==> config.mk <==
export PLATFORM = sky130hd
export DESIGN_NAME = scan_code_line_editor
export DESIGN_NICKNAME = d
export VERILOG_FILES = /design/src/sv/scle_pkg.sv /design/src/sv/scle_ram.sv /design/src/sv/scle_keymap.sv /design/src/sv/scle_line.sv /design/src/sv/scan_code_line_editor.sv
export SDC_FILE = /design/constraint.sdc
export NUM_CORES = 1
export LEC_CHECK = 0
export ABC_AREA = 1
export CAP_MARGIN = 40
export CORE_ASPECT_RATIO = 0.5
export CORE_MARGIN = 2
export CORE_UTILIZATION = 43
export DETAILED_ROUTE_END_ITERATION = 6
export DONT_BUFFER_PORTS = 1
export PLACE_DENSITY_LB_ADDON = 0.08
export SLEW_MARGIN = 30
export SYNTH_ARGS = -nofsm -noshare
export SYNTH_HDL_FRONTEND = slang
export SYNTH_SLANG_ARGS = --single-unit
==> constraint.sdc <==
create_clock -name clk -period 4.9 [get_ports clk]
set_input_delay 0.245 -clock clk [delete_from_list [all_inputs] [get_ports clk]]
set_output_delay 0.245 -clock clk [all_outputs]
set_load 0.05 [all_outputs]
==> src/sv/scle_pkg.sv <==
// shared types, constants and key tables for the scan code line editor
// used by every module of the block but the ram; depends on nothing

package scle_pkg;

  localparam int LINE_DEPTH = 128;
  localparam int CNT_W      = $clog2(LINE_DEPTH);
  localparam int CHAR_W     = 7;

  localparam logic [7:0] SC_CTRL_MAKE  = 8'h1D;
  localparam logic [7:0] SC_CTRL_BREAK = 8'h9D;
  localparam logic [7:0] SC_ALT_MAKE   = 8'h38;
  localparam logic [7:0] SC_ALT_BREAK  = 8'hB8;
  localparam logic [7:0] SC_SHIFT_MAKE = 8'h2A;
  localparam logic [7:0] SC_SHIFT_BREAK = 8'hAA;
  localparam logic [7:0] SC_CAPS_BREAK = 8'hBA;
  localparam logic [7:0] SC_ENTER      = 8'h1C;
  localparam logic [7:0] SC_L          = 8'h26;
  localparam logic [7:0] SC_F1         = 8'h3B;
  localparam logic [7:0] SC_F3         = 8'h3D;
  localparam logic [7:0] SC_TAB        = 8'h0F;
  localparam logic [7:0] SC_BKSP       = 8'h0E;

  localparam logic [CHAR_W-1:0] ASCII_BS    = 7'h08;
  localparam logic [CHAR_W-1:0] ASCII_TAB   = 7'h09;
  localparam logic [CHAR_W-1:0] ASCII_LF    = 7'h0A;
  localparam logic [CHAR_W-1:0] ASCII_SPACE = 7'h20;
  localparam logic [CHAR_W-1:0] ASCII_LC_A  = 7'h61;
  localparam logic [CHAR_W-1:0] ASCII_LC_Z  = 7'h7A;

  localparam logic [2:0] ECHO_NONE = 3'd0;
  localparam logic [2:0] ECHO_ONCE = 3'd1;
  localparam logic [2:0] ECHO_TAB  = 3'd4;

  typedef enum logic [2:0] {
    KEY_NONE,
    KEY_CLEAR,
    KEY_SWITCH,
    KEY_TAB,
    KEY_BKSP,
    KEY_CHAR
  } key_kind_t;

  typedef struct packed {
    key_kind_t         kind;
    logic [CHAR_W-1:0] ch;
    logic [1:0]        target;
  } key_info_t;

  typedef struct packed {
    logic [CHAR_W-1:0] echo_char;
    logic [2:0]        echo_count;
    logic              clear_req;
    logic              switch_valid;
    logic [1:0]        switch_target;
    logic              deleted_tab;
    logic [6:0]        line_length;
    logic              line_wrapped;
  } result_t;

  function automatic logic [CHAR_W-1:0] plain_char(input logic [5:0] idx);
    logic [CHAR_W-1:0] c;
    case (idx)
      6'h02: c = 7'h31;
      6'h03: c = 7'h32;
      6'h04: c = 7'h33;
      6'h05: c = 7'h34;
      6'h06: c = 7'h35;
      6'h07: c = 7'h36;
      6'h08: c = 7'h37;
      6'h09: c = 7'h38;
      6'h0A: c = 7'h39;
      6'h0B: c = 7'h30;
      6'h0C: c = 7'h2D;
      6'h0D: c = 7'h3D;
      6'h0E: c = 7'h08;
      6'h0F: c = 7'h09;
      6'h10: c = 7'h71;
      6'h11: c = 7'h77;
      6'h12: c = 7'h65;
      6'h13: c = 7'h72;
      6'h14: c = 7'h74;
      6'h15: c = 7'h79;
      6'h16: c = 7'h75;
      6'h17: c = 7'h69;
      6'h18: c = 7'h6F;
      6'h19: c = 7'h70;
      6'h1A: c = 7'h5B;
      6'h1B: c = 7'h5D;
      6'h1C: c = 7'h0A;
      6'h1E: c = 7'h61;
      6'h1F: c = 7'h73;
      6'h20: c = 7'h64;
      6'h21: c = 7'h66;
      6'h22: c = 7'h67;
      6'h23: c = 7'h68;
      6'h24: c = 7'h6A;
      6'h25: c = 7'h6B;
      6'h26: c = 7'h6C;
      6'h27: c = 7'h3B;
      6'h28: c = 7'h27;
      6'h29: c = 7'h60;
      6'h2B: c = 7'h5C;
      6'h2C: c = 7'h7A;
      6'h2D: c = 7'h78;
      6'h2E: c = 7'h63;
      6'h2F: c = 7'h76;
      6'h30: c = 7'h62;
      6'h31: c = 7'h6E;
      6'h32: c = 7'h6D;
      6'h33: c = 7'h2C;
      6'h34: c = 7'h2E;
      6'h35: c = 7'h2F;
      6'h39: c = 7'h20;
      default: c = 7'h00;
    endcase
    return c;
  endfunction

  function automatic logic [CHAR_W-1:0] shift_char(input logic [5:0] idx);
    logic [CHAR_W-1:0] c;
    case (idx)
      6'h02: c = 7'h21;
      6'h03: c = 7'h40;
      6'h04: c = 7'h23;
      6'h05: c = 7'h24;
      6'h06: c = 7'h25;
      6'h07: c = 7'h5E;
      6'h08: c = 7'h26;
      6'h09: c = 7'h2A;
      6'h0A: c = 7'h28;
      6'h0B: c = 7'h29;
      6'h0C: c = 7'h5F;
      6'h0D: c = 7'h2B;
      6'h0E: c = 7'h08;
      6'h0F: c = 7'h09;
      6'h10: c = 7'h51;
      6'h11: c = 7'h57;
      6'h12: c = 7'h45;
      6'h13: c = 7'h52;
      6'h14: c = 7'h54;
      6'h15: c = 7'h59;
      6'h16: c = 7'h55;
      6'h17: c = 7'h49;
      6'h18: c = 7'h4F;
      6'h19: c = 7'h50;
      6'h1A: c = 7'h7B;
      6'h1B: c = 7'h7D;
      6'h1C: c = 7'h0A;
      6'h1E: c = 7'h41;
      6'h1F: c = 7'h53;
      6'h20: c = 7'h44;
      6'h21: c = 7'h46;
      6'h22: c = 7'h47;
      6'h23: c = 7'h48;
      6'h24: c = 7'h4A;
      6'h25: c = 7'h4B;
      6'h26: c = 7'h4C;
      6'h27: c = 7'h3A;
      6'h28: c = 7'h22;
      6'h29: c = 7'h7E;
      6'h2B: c = 7'h7C;
      6'h2C: c = 7'h5A;
      6'h2D: c = 7'h58;
      6'h2E: c = 7'h43;
      6'h2F: c = 7'h56;
      6'h30: c = 7'h42;
      6'h31: c = 7'h4E;
      6'h32: c = 7'h4D;
      6'h33: c = 7'h3C;
      6'h34: c = 7'h3E;
      6'h35: c = 7'h3F;
      6'h39: c = 7'h20;
      default: c = 7'h00;
    endcase
    return c;
  endfunction

endpackage

==> src/sv/scle_ram.sv <==
// generic single write port ram with registered read
// no dependencies

module scle_ram #(
  parameter int WIDTH = 8,
  parameter int DEPTH = 16
) (
  input  logic                     clk,
  input  logic                     wr_en,
  input  logic [$clog2(DEPTH)-1:0] wr_addr,
  input  logic [WIDTH-1:0]         wr_data,
  input  logic [$clog2(DEPTH)-1:0] rd_addr,
  output logic [WIDTH-1:0]         rd_data
);

  logic [WIDTH-1:0] mem [DEPTH];
  logic [WIDTH-1:0] rd_data_r;

  always_ff @(posedge clk) begin
    if (wr_en) begin
      mem[wr_addr] <= wr_data;
    end
    rd_data_r <= mem[rd_addr];
  end

  assign rd_data = rd_data_r;

endmodule

==> src/sv/scle_keymap.sv <==
// modifier flags and scan code classification with ascii mapping
// depends on scle_pkg

module scle_keymap (
  input  logic                clk,
  input  logic                rst_n,
  input  logic                adv,
  input  logic [7:0]          code,
  output scle_pkg::key_info_t info
);

  logic shift_r, shift_nxt;
  logic ctrl_r, ctrl_nxt;
  logic alt_r, alt_nxt;
  logic caps_r, caps_nxt;

  logic [scle_pkg::CHAR_W-1:0] base;
  logic [scle_pkg::CHAR_W-1:0] shifted;
  logic                        letter;
  logic                        upper;
  logic                        fkey;

  always_comb begin
    shift_nxt = shift_r;
    ctrl_nxt  = ctrl_r;
    alt_nxt   = alt_r;
    caps_nxt  = caps_r;
    if (adv) begin
      case (code)
        scle_pkg::SC_CTRL_MAKE:   ctrl_nxt  = 1'b1;
        scle_pkg::SC_CTRL_BREAK:  ctrl_nxt  = 1'b0;
        scle_pkg::SC_ALT_MAKE:    alt_nxt   = 1'b1;
        scle_pkg::SC_ALT_BREAK:   alt_nxt   = 1'b0;
        scle_pkg::SC_SHIFT_MAKE:  shift_nxt = 1'b1;
        scle_pkg::SC_SHIFT_BREAK: shift_nxt = 1'b0;
        scle_pkg::SC_CAPS_BREAK:  caps_nxt  = ~caps_r;
        default: ;
      endcase
    end
  end

  always_ff @(posedge clk) begin
    if (!rst_n) begin
      shift_r <= 1'b0;
      ctrl_r  <= 1'b0;
      alt_r   <= 1'b0;
      caps_r  <= 1'b0;
    end else begin
      shift_r <= shift_nxt;
      ctrl_r  <= ctrl_nxt;
      alt_r   <= alt_nxt;
      caps_r  <= caps_nxt;
    end
  end

  always_comb begin
    base    = (code[7:6] == 2'b00) ? scle_pkg::plain_char(code[5:0]) : '0;
    shifted = scle_pkg::shift_char(code[5:0]);
    letter  = (base >= scle_pkg::ASCII_LC_A) && (base <= scle_pkg::ASCII_LC_Z);
    upper   = letter ? (shift_r ^ caps_r) : shift_r;
    fkey    = (code >= scle_pkg::SC_F1) && (code <= scle_pkg::SC_F3);

    info.ch     = upper ? shifted : base;
    info.target = code[1:0] - scle_pkg::SC_F1[1:0];
    if (ctrl_r && (code == scle_pkg::SC_L)) begin
      info.kind = scle_pkg::KEY_CLEAR;
    end else if (fkey) begin
      info.kind = alt_r ? scle_pkg::KEY_SWITCH : scle_pkg::KEY_NONE;
    end else if (base != '0) begin
      if (code == scle_pkg::SC_TAB) begin
        info.kind = scle_pkg::KEY_TAB;
      end else if (code == scle_pkg::SC_BKSP) begin
        info.kind = scle_pkg::KEY_BKSP;
      end else begin
        info.kind = scle_pkg::KEY_CHAR;
      end
    end else begin
      info.kind = scle_pkg::KEY_NONE;
    end
  end

endmodule

==> src/sv/scle_line.sv <==
// edit line: character count, line store ram and last-entry tab tracking
// depends on scle_pkg and scle_ram

module scle_line (
  input  logic                clk,
  input  logic                rst_n,
  input  logic                adv,
  input  scle_pkg::key_info_t info,
  output scle_pkg::result_t   res
);

  localparam logic [scle_pkg::CNT_W-1:0] LAST_IDX = scle_pkg::CNT_W'(scle_pkg::LINE_DEPTH - 1);

  logic [scle_pkg::CNT_W-1:0] count_r, count_nxt, count_new;
  // tab flag of entry count-1
  logic                       top_tab_r, top_tab_nxt, top_tab_new;
  logic                       wr_en;
  logic [scle_pkg::CHAR_W-1:0] wr_data;
  logic [scle_pkg::CHAR_W-1:0] rd_data;
  logic [scle_pkg::CNT_W-1:0] rd_addr;
  logic                       full;

  always_comb begin
    full        = (count_r == LAST_IDX);
    count_new   = count_r;
    top_tab_new = top_tab_r;
    wr_en       = 1'b0;
    wr_data     = info.ch;

    res.echo_char     = '0;
    res.echo_count    = scle_pkg::ECHO_NONE;
    res.clear_req     = 1'b0;
    res.switch_valid  = 1'b0;
    res.switch_target = '0;
    res.deleted_tab   = 1'b0;
    res.line_wrapped  = 1'b0;

    case (info.kind)
      scle_pkg::KEY_CLEAR: begin
        count_new     = '0;
        res.clear_req = 1'b1;
      end
      scle_pkg::KEY_SWITCH: begin
        res.switch_valid  = 1'b1;
        res.switch_target = info.target;
      end
      scle_pkg::KEY_TAB: begin
        if (!full) begin
          wr_en          = 1'b1;
          wr_data        = scle_pkg::ASCII_TAB;
          count_new      = count_r + scle_pkg::CNT_W'(1);
          top_tab_new    = 1'b1;
          res.echo_char  = scle_pkg::ASCII_SPACE;
          res.echo_count = scle_pkg::ECHO_TAB;
        end
      end
      scle_pkg::KEY_BKSP: begin
        if (!full && (count_r != '0)) begin
          count_new       = count_r - scle_pkg::CNT_W'(1);
          res.deleted_tab = top_tab_r;
          top_tab_new     = (rd_data == scle_pkg::ASCII_TAB);
          res.echo_char   = scle_pkg::ASCII_BS;
          res.echo_count  = scle_pkg::ECHO_ONCE;
        end
      end
      scle_pkg::KEY_CHAR: begin
        if (!full) begin
          wr_en          = 1'b1;
          count_new      = count_r + scle_pkg::CNT_W'(1);
          top_tab_new    = 1'b0;
          res.echo_char  = info.ch;
          res.echo_count = scle_pkg::ECHO_ONCE;
        end else if (info.ch == scle_pkg::ASCII_LF) begin
          // full line: newline goes to the last slot and the count wraps
          wr_en            = 1'b1;
          count_new        = '0;
          res.echo_char    = scle_pkg::ASCII_LF;
          res.echo_count   = scle_pkg::ECHO_ONCE;
          res.line_wrapped = 1'b1;
        end
      end
      default: ;
    endcase

    res.line_length = 7'(count_new);
    count_nxt       = adv ? count_new : count_r;
    top_tab_nxt     = adv ? top_tab_new : top_tab_r;
    // prefetch entry count-2 for the next item
    rd_addr         = count_nxt - scle_pkg::CNT_W'(2);
  end

  always_ff @(posedge clk) begin
    if (!rst_n) begin
      count_r   <= '0;
      top_tab_r <= 1'b0;
    end else begin
      count_r   <= count_nxt;
      top_tab_r <= top_tab_nxt;
    end
  end

  scle_ram #(
    .WIDTH (scle_pkg::CHAR_W),
    .DEPTH (scle_pkg::LINE_DEPTH)
  ) u_store (
    .clk     (clk),
    .wr_en   (wr_en && adv),
    .wr_addr (count_r),
    .wr_data (wr_data),
    .rd_addr (rd_addr),
    .rd_data (rd_data)
  );

endmodule

==> src/sv/scan_code_line_editor.sv <==
// top level of the scan code line editor: input register, key decode,
// edit line and result register; depends on scle_pkg, scle_keymap, scle_line
// throughput: one item per cycle while out_stall is low, set by the single pass
// from input register through key decode and edit line to result register
// reset: synchronous active low; clears modifiers, line count and valid flags
// the line store ram is not cleared and needs no sweep after reset

module scan_code_line_editor (
  input  logic       clk,
  input  logic       rst_n,
  input  logic       in_valid,
  output logic       in_stall,
  input  logic [7:0] in_scan_code,
  output logic       out_valid,
  input  logic       out_stall,
  output logic [6:0] out_echo_char,
  output logic [2:0] out_echo_count,
  output logic       out_clear_req,
  output logic       out_switch_valid,
  output logic [1:0] out_switch_target,
  output logic       out_deleted_tab,
  output logic [6:0] out_line_length,
  output logic       out_line_wrapped
);

  logic               s1_valid_r, s1_valid_nxt;
  logic [7:0]         s1_code_r;
  logic               out_valid_r, out_valid_nxt;
  scle_pkg::result_t  out_res_r;
  scle_pkg::result_t  res;
  scle_pkg::key_info_t info;
  logic               adv;
  logic               in_take;

  assign adv      = s1_valid_r && (!out_valid_r || !out_stall);
  assign in_stall = s1_valid_r && !adv;
  assign in_take  = in_valid && !in_stall;

  always_comb begin
    s1_valid_nxt  = in_take ? 1'b1 : (adv ? 1'b0 : s1_valid_r);
    out_valid_nxt = adv ? 1'b1 : (out_valid_r && out_stall);
  end

  always_ff @(posedge clk) begin
    if (!rst_n) begin
      s1_valid_r  <= 1'b0;
      out_valid_r <= 1'b0;
    end else begin
      s1_valid_r  <= s1_valid_nxt;
      out_valid_r <= out_valid_nxt;
    end
  end

  always_ff @(posedge clk) begin
    if (in_take) begin
      s1_code_r <= in_scan_code;
    end
    if (adv) begin
      out_res_r <= res;
    end
  end

  scle_keymap u_keymap (
    .clk   (clk),
    .rst_n (rst_n),
    .adv   (adv),
    .code  (s1_code_r),
    .info  (info)
  );

  scle_line u_line (
    .clk   (clk),
    .rst_n (rst_n),
    .adv   (adv),
    .info  (info),
    .res   (res)
  );

  assign out_valid         = out_valid_r;
  assign out_echo_char     = out_res_r.echo_char;
  assign out_echo_count    = out_res_r.echo_count;
  assign out_clear_req     = out_res_r.clear_req;
  assign out_switch_valid  = out_res_r.switch_valid;
  assign out_switch_target = out_res_r.switch_target;
  assign out_deleted_tab   = out_res_r.deleted_tab;
  assign out_line_length   = out_res_r.line_length;
  assign out_line_wrapped  = out_res_r.line_wrapped;

  a_stall_needs_item: assert property (@(posedge clk) disable iff (!rst_n)
    in_stall |-> s1_valid_r)
    else $error("input stalled with empty input register");

  a_one_action: assert property (@(posedge clk) disable iff (!rst_n)
    out_valid |-> ($countones({out_clear_req, out_switch_valid,
                               out_echo_count != scle_pkg::ECHO_NONE}) <= 1))
    else $error("more than one action in one result item");

  a_clear_empties: assert property (@(posedge clk) disable iff (!rst_n)
    (out_valid && (out_clear_req || out_line_wrapped)) |-> (out_line_length == '0))
    else $error("clear or wrap left a nonempty line");

  a_echo_count_code: assert property (@(posedge clk) disable iff (!rst_n)
    out_valid |-> (out_echo_count == scle_pkg::ECHO_NONE ||
                   out_echo_count == scle_pkg::ECHO_ONCE ||
                   out_echo_count == scle_pkg::ECHO_TAB))
    else $error("bad echo count");

  a_wrap_newline: assert property (@(posedge clk) disable iff (!rst_n)
    (out_valid && out_line_wrapped) |-> (out_echo_char == scle_pkg::ASCII_LF))
    else $error("line wrap without newline echo");

endmodule

# Word-level counts from Yosys, hierarchy flattened
# Memories as Yosys holds them, arrays and structs flattened. A register that Yosys moved wholly into a read port is not among the register bits.
# Index checks and enable logic that the tools add are counted.
# word_totals
regBits	45
ram_bits	896
mem_bits_ro	896
inputBits	12
output_inout_bits	25
wordCells	123
mem_count	3
# op_classes
add_sub_neg	4
n_lt_le_gt_ge	4
n_eq_ne	21
n_mux	42
bitwise_logic	2
reduce_logical	30
# memory_table
memory	depth	word_bits	rd	rd_clocked_by_memory_dff	write_ports	line_no	rtl
u_line.u_store.mem	128	7	1	1	1	scle_ram.sv:16	logic [WIDTH-1:0] mem [DEPTH];
(no name shown)	64	7	1	1	0	scle_pkg.sv:63	case (idx)
(no name shown)	64	7	1	1	0	scle_pkg.sv:122	case (idx)
# ops
cell	n
$mux 7	11
$eq 8x8->1 const B	4
$pmux 10 s3	1
$pmux 7 s4	1
$eq 8x6->1 const B	3
$eq 8x4->1 const B	2
$mux 3	5
$eq 7x4->1 const B	2
$mux 1	14
$reduce_bool 7->1	2
$mux 6	2
$reduce_and 2->1	6
$mux 10	1
$logic_and 1x1->1	9
$mux 9	1
$eq 8x5->1 const B	1
$ge 8x6->1 const B	1
$le 8x6->1 const B	1
$pmux 1 s2	4
$reduce_bool 2->1	4
$add 7x1->7 const B	1
$eq 7x7->1 const B	1
$ge 7x7->1 const B	1
$le 7x7->1 const B	1
other kinds (17)	24

# Longest topological paths before layout
# depth
ltp_word	13
ltp_mapped	32
mapped_depth_nobuf	29

# By module
# Synthesis repeated with hierarchy kept, for this count alone.
# unflattened
cells_unflattened	3731
area_unflattened_um2	41034.4
# by_module_without_submodules
mod	instances	cells_each	area_per_inst_um2	seq_area_each_um2
scle_ram	1	3152	37091.8	27045.9
scle_keymap	1	302	1617.8	80.1
scle_line	1	233	1298.7	160.2
scan_code_line_editor	1	44	1026.0	970.9

# Least setup slack after synthesis
# No wires, ideal clock.
# synth_path
path_kind	reg-to-reg
startpoint	reg s1_code_r[7]
endpoint	mem u_line.u_store.mem[0][5] (netlist name), data pin
setup_time_ns	0.796
arrival_ns	4.336
required_time_ns	4.104
setup_slack_ns	-0.231
path_stages_with_launch	11
path_buffers	1
synth_period_minus_slack_ns	5.131
path_cell_list	edfxtp_1 nor2_2 buf_6 nand2_2 nor2_4 nand3_2 nand2_4 nand2_4 o21ai_1 inv_1 nor2_1
# synth_between
elab_chain_cells	8
elab_cells_between_ends	23
cone_classes	4 x order compare; 4 x eq/ne; 10 x mux; 5 x reduce/logical
# synth_rtl
element	line_no	rtl
start, declared	scan_code_line_editor.sv:27	logic [7:0] s1_code_r;
start signal, assigned	scan_code_line_editor.sv:56	s1_code_r <= in_scan_code;
$logic_not 2->1 or $eq 8x4->1 (tied branches)	scle_keymap.sv:57, scle_keymap.sv:72	
$mux 7 or $mux 1 (tied branches)	scle_keymap.sv:57, scle_keymap.sv:72	
$ge 7x7->1, or another cell as far along	scle_keymap.sv:59	letter = (base >= scle_pkg::ASCII_LC_A) && (base <= scle_pkg::ASCII_LC_Z);
$logic_and 1x1->1 or $mux 3 (tied branches)	scle_keymap.sv:59, scle_keymap.sv:69	
$mux 1 or $mux 3 (tied branches)	scle_keymap.sv:60, scle_keymap.sv:67	
$mux 7 or $mux 3 (tied branches)	scle_keymap.sv:63, scle_keymap.sv:65	
$mux 7 or $eq 3x2->1 (tied branches)	scle_line.sv:48, scle_line.sv:38	
$mux 7 *	scle_line.sv:38	case (info.kind)
net u_line.u_store.wr_data[5]	scle_ram.sv:11	input logic [WIDTH-1:0] wr_data,
end, declared	scle_ram.sv:16	
# The timed path passes the listed nets; every way through them passes the cells marked *.

# Final worst setup path
# layout_path
startpoint	reg s1_code_r[7]
endpoint	mem u_line.u_store.mem[112][2] (netlist name), enable pin
# layout_between
elab_chain_cells	13
elab_cells_between_ends	29
cone_classes	4 x order compare; 6 x eq/ne; 13 x mux; 6 x reduce/logical
# layout_rtl
element	line_no	rtl
$logic_not 2->1	scle_keymap.sv:57	base = (code[7:6] == 2'b00) ? scle_pkg::plain_char(code[5:0]) : '0;
$mux 7	scle_keymap.sv:57	
$ge 7x7->1 or $le 7x7->1 (tied branches)	scle_keymap.sv:59	
$logic_and 1x1->1	scle_keymap.sv:59	
$mux 1	scle_keymap.sv:60	upper = letter ? (shift_r ^ caps_r) : shift_r;
$mux 7	scle_keymap.sv:63	info.ch = upper ? shifted : base;
$eq 7x4->1	scle_line.sv:73	end else if (info.ch == scle_pkg::ASCII_LF) begin
$mux 1	scle_line.sv:73	
$mux 1	scle_line.sv:67	if (!full) begin
$pmux 1 s2 *	scle_line.sv:38	
$logic_and 1x1->1 *	scle_line.sv:107	.wr_en (wr_en && adv),
$mux 1 *	scle_ram.sv:20	if (wr_en) begin
$mux 1 (implied by the code) *	scle_ram.sv:21	mem[wr_addr] <= wr_data;
# Mark *: on every way between the ends. The rest lies on a longest branch, timed or not.

==> summary.md <==
| Metric | Value |
|---|---|
| Status | complete, no violations |
| Worst EP arrival | just under 5000 ps |
| Peak supply drop | 0.2814 mV |
| Routed WL | around 130000 µm |
| Post-synth ARST share | 0% |
| Switching power | roughly 6300 µW |
| Drt pass-1 iters | 5 |
| First-pass GRT wire length | roughly 190000 µm |
| Initial antenna violation count | 3 |
| FILL cells | a little over 9000 |
| YS warnings | 0 |
| TNS Setup | 0 ps |
| Inserted Diodes | 0 |
| Distinct cells, synth | 55 |
| Clock sinks | between 900 and 1000 |
| Int Pwr | approximately 14000 µW |
| IO buf count | 0 |
| Max FO, Critical Path | 11 |
| Worst rel slew slack | 42.20% |
| Initial DRC Count | about 3100 |
| Mapped Cells | around 4200 |
| Required time of the worst setup path | about 5200 ps |
| Clock latency at the later pin of the worst-skew pair | ~700 ps |
| Most area-hungry cell type in the Yosys netlist | edfxtp_1 |
| Slew Limit Fails | 0 |
| Min Tclk post-route | around 4700 ps |
| Reg-to-reg startpoint | s1_code_r[7] |
| Clock skew | 18.40 ps |
| Hold path start | in_scan_code[5] |
| R2r setup slk | roughly 240 ps |
| Proportion of netlist area held by the largest area contributor | roughly 65% |
| GPL Wtd Cong | ~0.90 |
| Largest net degree at the start of global routing | between 100 and 150 |
| RSZ-0062 raised after global routing | true |
| Overall Power | ~20000 µW |
| CP Class | register to register |
| Seq pwr share | 45.2% |
| DRC viols | 0 |
| FF/Latch Area | between 20000 and 30000 µm² |
| Reg clk slew, reported paths | 70 ps |
| IO Count | 37 |
| Most frequent cell after synthesis | nand2_1 |
| Worst hold margin | approximately 70 ps |
| Area Growth Syn to Fin | 10.76% |
| Core Area | 98410 µm² |
| CTS tree | built |
| Fmax achieved | 214.7 MHz |
| Maxcap violations | 0 |
| DP HPWL | ~75000 µm |
| CTS Buffer Depth | 3 |
| Post-synthesis sequential area ratio | roughly 66% |
| Top FF cell, synth | edfxtp_1 |
| Gate power share | approximately a fifth |
| Tcrit/Tclk final | a little over nine tenths |
| Layout cells sized above 1 | 7.136% |
| Hold Path Sink | u_keymap.shifted[5] |
| Number of global-route vias before repair | approximately 29000 |
| Post-synth top cells | nand2_1 (1281), edfxtp_1 (926), nand3_1 (920) |
| Measured slew at the worst slew-check pin | just under 900 ps |
| Leakage | around 0.018 µW |
| Initial Utilization | a little over two fifths |
| ANT nets after route | 0 |
| Via density | 5.539 |
| Grt total ovfl | 0 |
| Final hold vios | 0 |
| WHS Path Cells | 5 |
| Top cells by area, synth | edfxtp_1 (65%), nand2_1 (11%), nand3_1 (11%), inv_1 (2.0%), nor2_1 (1.7%) |
| Multi-input gate area | ~12000 µm² |
| Endpoints failing setup | 0 |
| Cell Area, Synth | 43010 µm² |
| Nets@finish | just over 4000 |
| Die width | 451.3 µm |
| Worst setup SP type | register |
| Final WS setup | approximately 240 ps |
| Post-Place Worst Slack | between 300 and 400 ps |
| Power Density | 429.5 nW/µm² |
| Global Route Usage Sum | between 20 and 25% |
| CTS Root Buffer Type | clkbuf_16 |
| Row count | 81 |
| Routed via count | slightly above 30000 |
| #FFs+latches synth | about 960 |
| Post-synth EDFFs | approximately 930 |
| Die H | 227.6 µm |
| Syn Nets | 4188 |
| Die ar. | ~100000 µm² |
| Syn_area_per_cell | approximately 10 µm² |
| RR Endpoint | u_line.u_store.mem[112][2] |
| Htree depth | 3 |
| Worst Reg-to-Reg Cells | 16 |
| Worst Hold Class | primary input to register |
| Part of the power in the clock network | around 34% |
| Net Sw Frac | 30.93% |
| Crit end category | register |
| Num CTS Buffers | 89 |
| DR WL/cell | roughly 23 µm |
metrics by stage:
| stage | instances | area (µm²) | utilization (%) |
|---|---|---|---|
| global route | 5490 | 47630 | 48.41 |
| detailed placement | 5320 | 44660 | 45.38 |
| finish | 5490 | 47630 | 48.41 |
| global placement | 5318 | 44640 | 45.36 |
| floorplan | 4156 | 43020 | - |
| CTS | 5488 | 47600 | 48.37 |
worst max-delay path by stage:
stage / from / endpoint / slack (ps)
final: s1_code_r[7] / u_line.u_store.mem[112][2] / 240
after global routing: s1_code_r[7] / u_line.u_store.mem[112][2] / -110
after CTS: s1_code_r[7] / u_line.u_store.mem[112][1] / 320
after detailed placement: s1_code_r[7] / u_line.u_store.mem[112][1] / 330
after global placement: s1_code_r[7] / u_line.u_store.mem[115][1] / -190
after floorplan: s1_code_r[7] / u_line.u_store.mem[0][3] / 1090
logic make-up (layout without fill, tap and decap cells):
kind of cell    Yosys count  after routing  share of synthesized area, %
xor+xnor                  8              8                        0.2153
other cells               1              1                      0.008719
flops                   961            961                         66.28
fa+ha+maj                20             20                        0.5818
compound gates          119            119                         1.681
simple gates           2547           2547                         26.16
buf+inv                 500            506                         5.071
state kept, by name (all words and copies together), names as in the netlist, 2 cells and up, named ones only:
signal,count
out_echo_char,7
out_switch_target,2
u_keymap.shifted,7
u_line.u_store.rd_data,7
u_line.count_r,7
s1_code_r,8
u_line.u_store.mem,896
out_echo_count,2
out_line_length,7
per-layer routing:
metal | share of wire, % | global-route usage [%]
met4 | 1.9 | 5.405
met3 | 8.1 | 5.302
met5 | 0.030 | 0
met2 | 43 | 37.24
met1 | 47 | 37.13
worst max-delay path, stage by stage (launching register included):
cell and delay (ps):
edfxtp_1 400, nor2_2 380, o21ai_1 190, nand3_2 150, nor2_1 90, nor2_2 140, nand2_2 140, nor2_2 180
nand3_1 120, inv_1 90, nand2_1 130, and2_1 240, nand2_1 110, nand2_1 130, nor3_2 580, nand2_1 480
nor2_1 730
area by class of cell:
cell class              instances  share of cell area [%]
inverters                     234                   1.849
repair buffers                115                   2.737
multi-input cells            2695                   26.14
clock buffers                 115                   5.030
well taps                    1328                   3.488
clock inverters                42                  0.9115
flip-flops and latches        961                   59.85
power groups by stage:
stage	clock network [µW]	logic, µW	registers [µW]
finish	7020	4190	9250
global route	7430	4510	9250
CTS	7120	4140	9250
detailed placement	0	4120	9430
global placement	0	4120	9430
floorplan	0	2510	9400
cells in the final DEF (no fill, tap or decap), types with 3 or more instances in the layout:
cell / n
nand2_1: 1275
edfxtp_1: 926
nand3_1: 919
inv_1: 224
nor2_1: 187
nand3b_1: 90
clkbuf_16: 90
buf_4: 70
o21ai_0: 41
dfxtp_1: 35
buf_12: 33
a21oi_1: 30
clkbuf_1: 20
ha_1: 19
nand2_2: 15
o211ai_1: 15
clkinv_1: 13
clkinv_2: 13
nor3_1: 12
nor2_2: 11
dlygate4sd3_1: 11
o21ai_1: 8
bufinv_16: 8
inv_2: 7
nor2_4: 7
nand2_4: 6
clkinvlp_4: 6
nand4_1: 5
clkbuf_8: 5
nand3_2: 4
xor2_1: 4
nor4_1: 4
inv_6: 3
repair_timing:
action,4_1_cts,5_1_grt
endpoints found under the setup margin,0,63
hold buffers,11,0
hold endpoints to repair,22,0
gates resized for setup,0,3
setup buffers,0,0
Note: power is estimated with default switching activity, not from simulation.
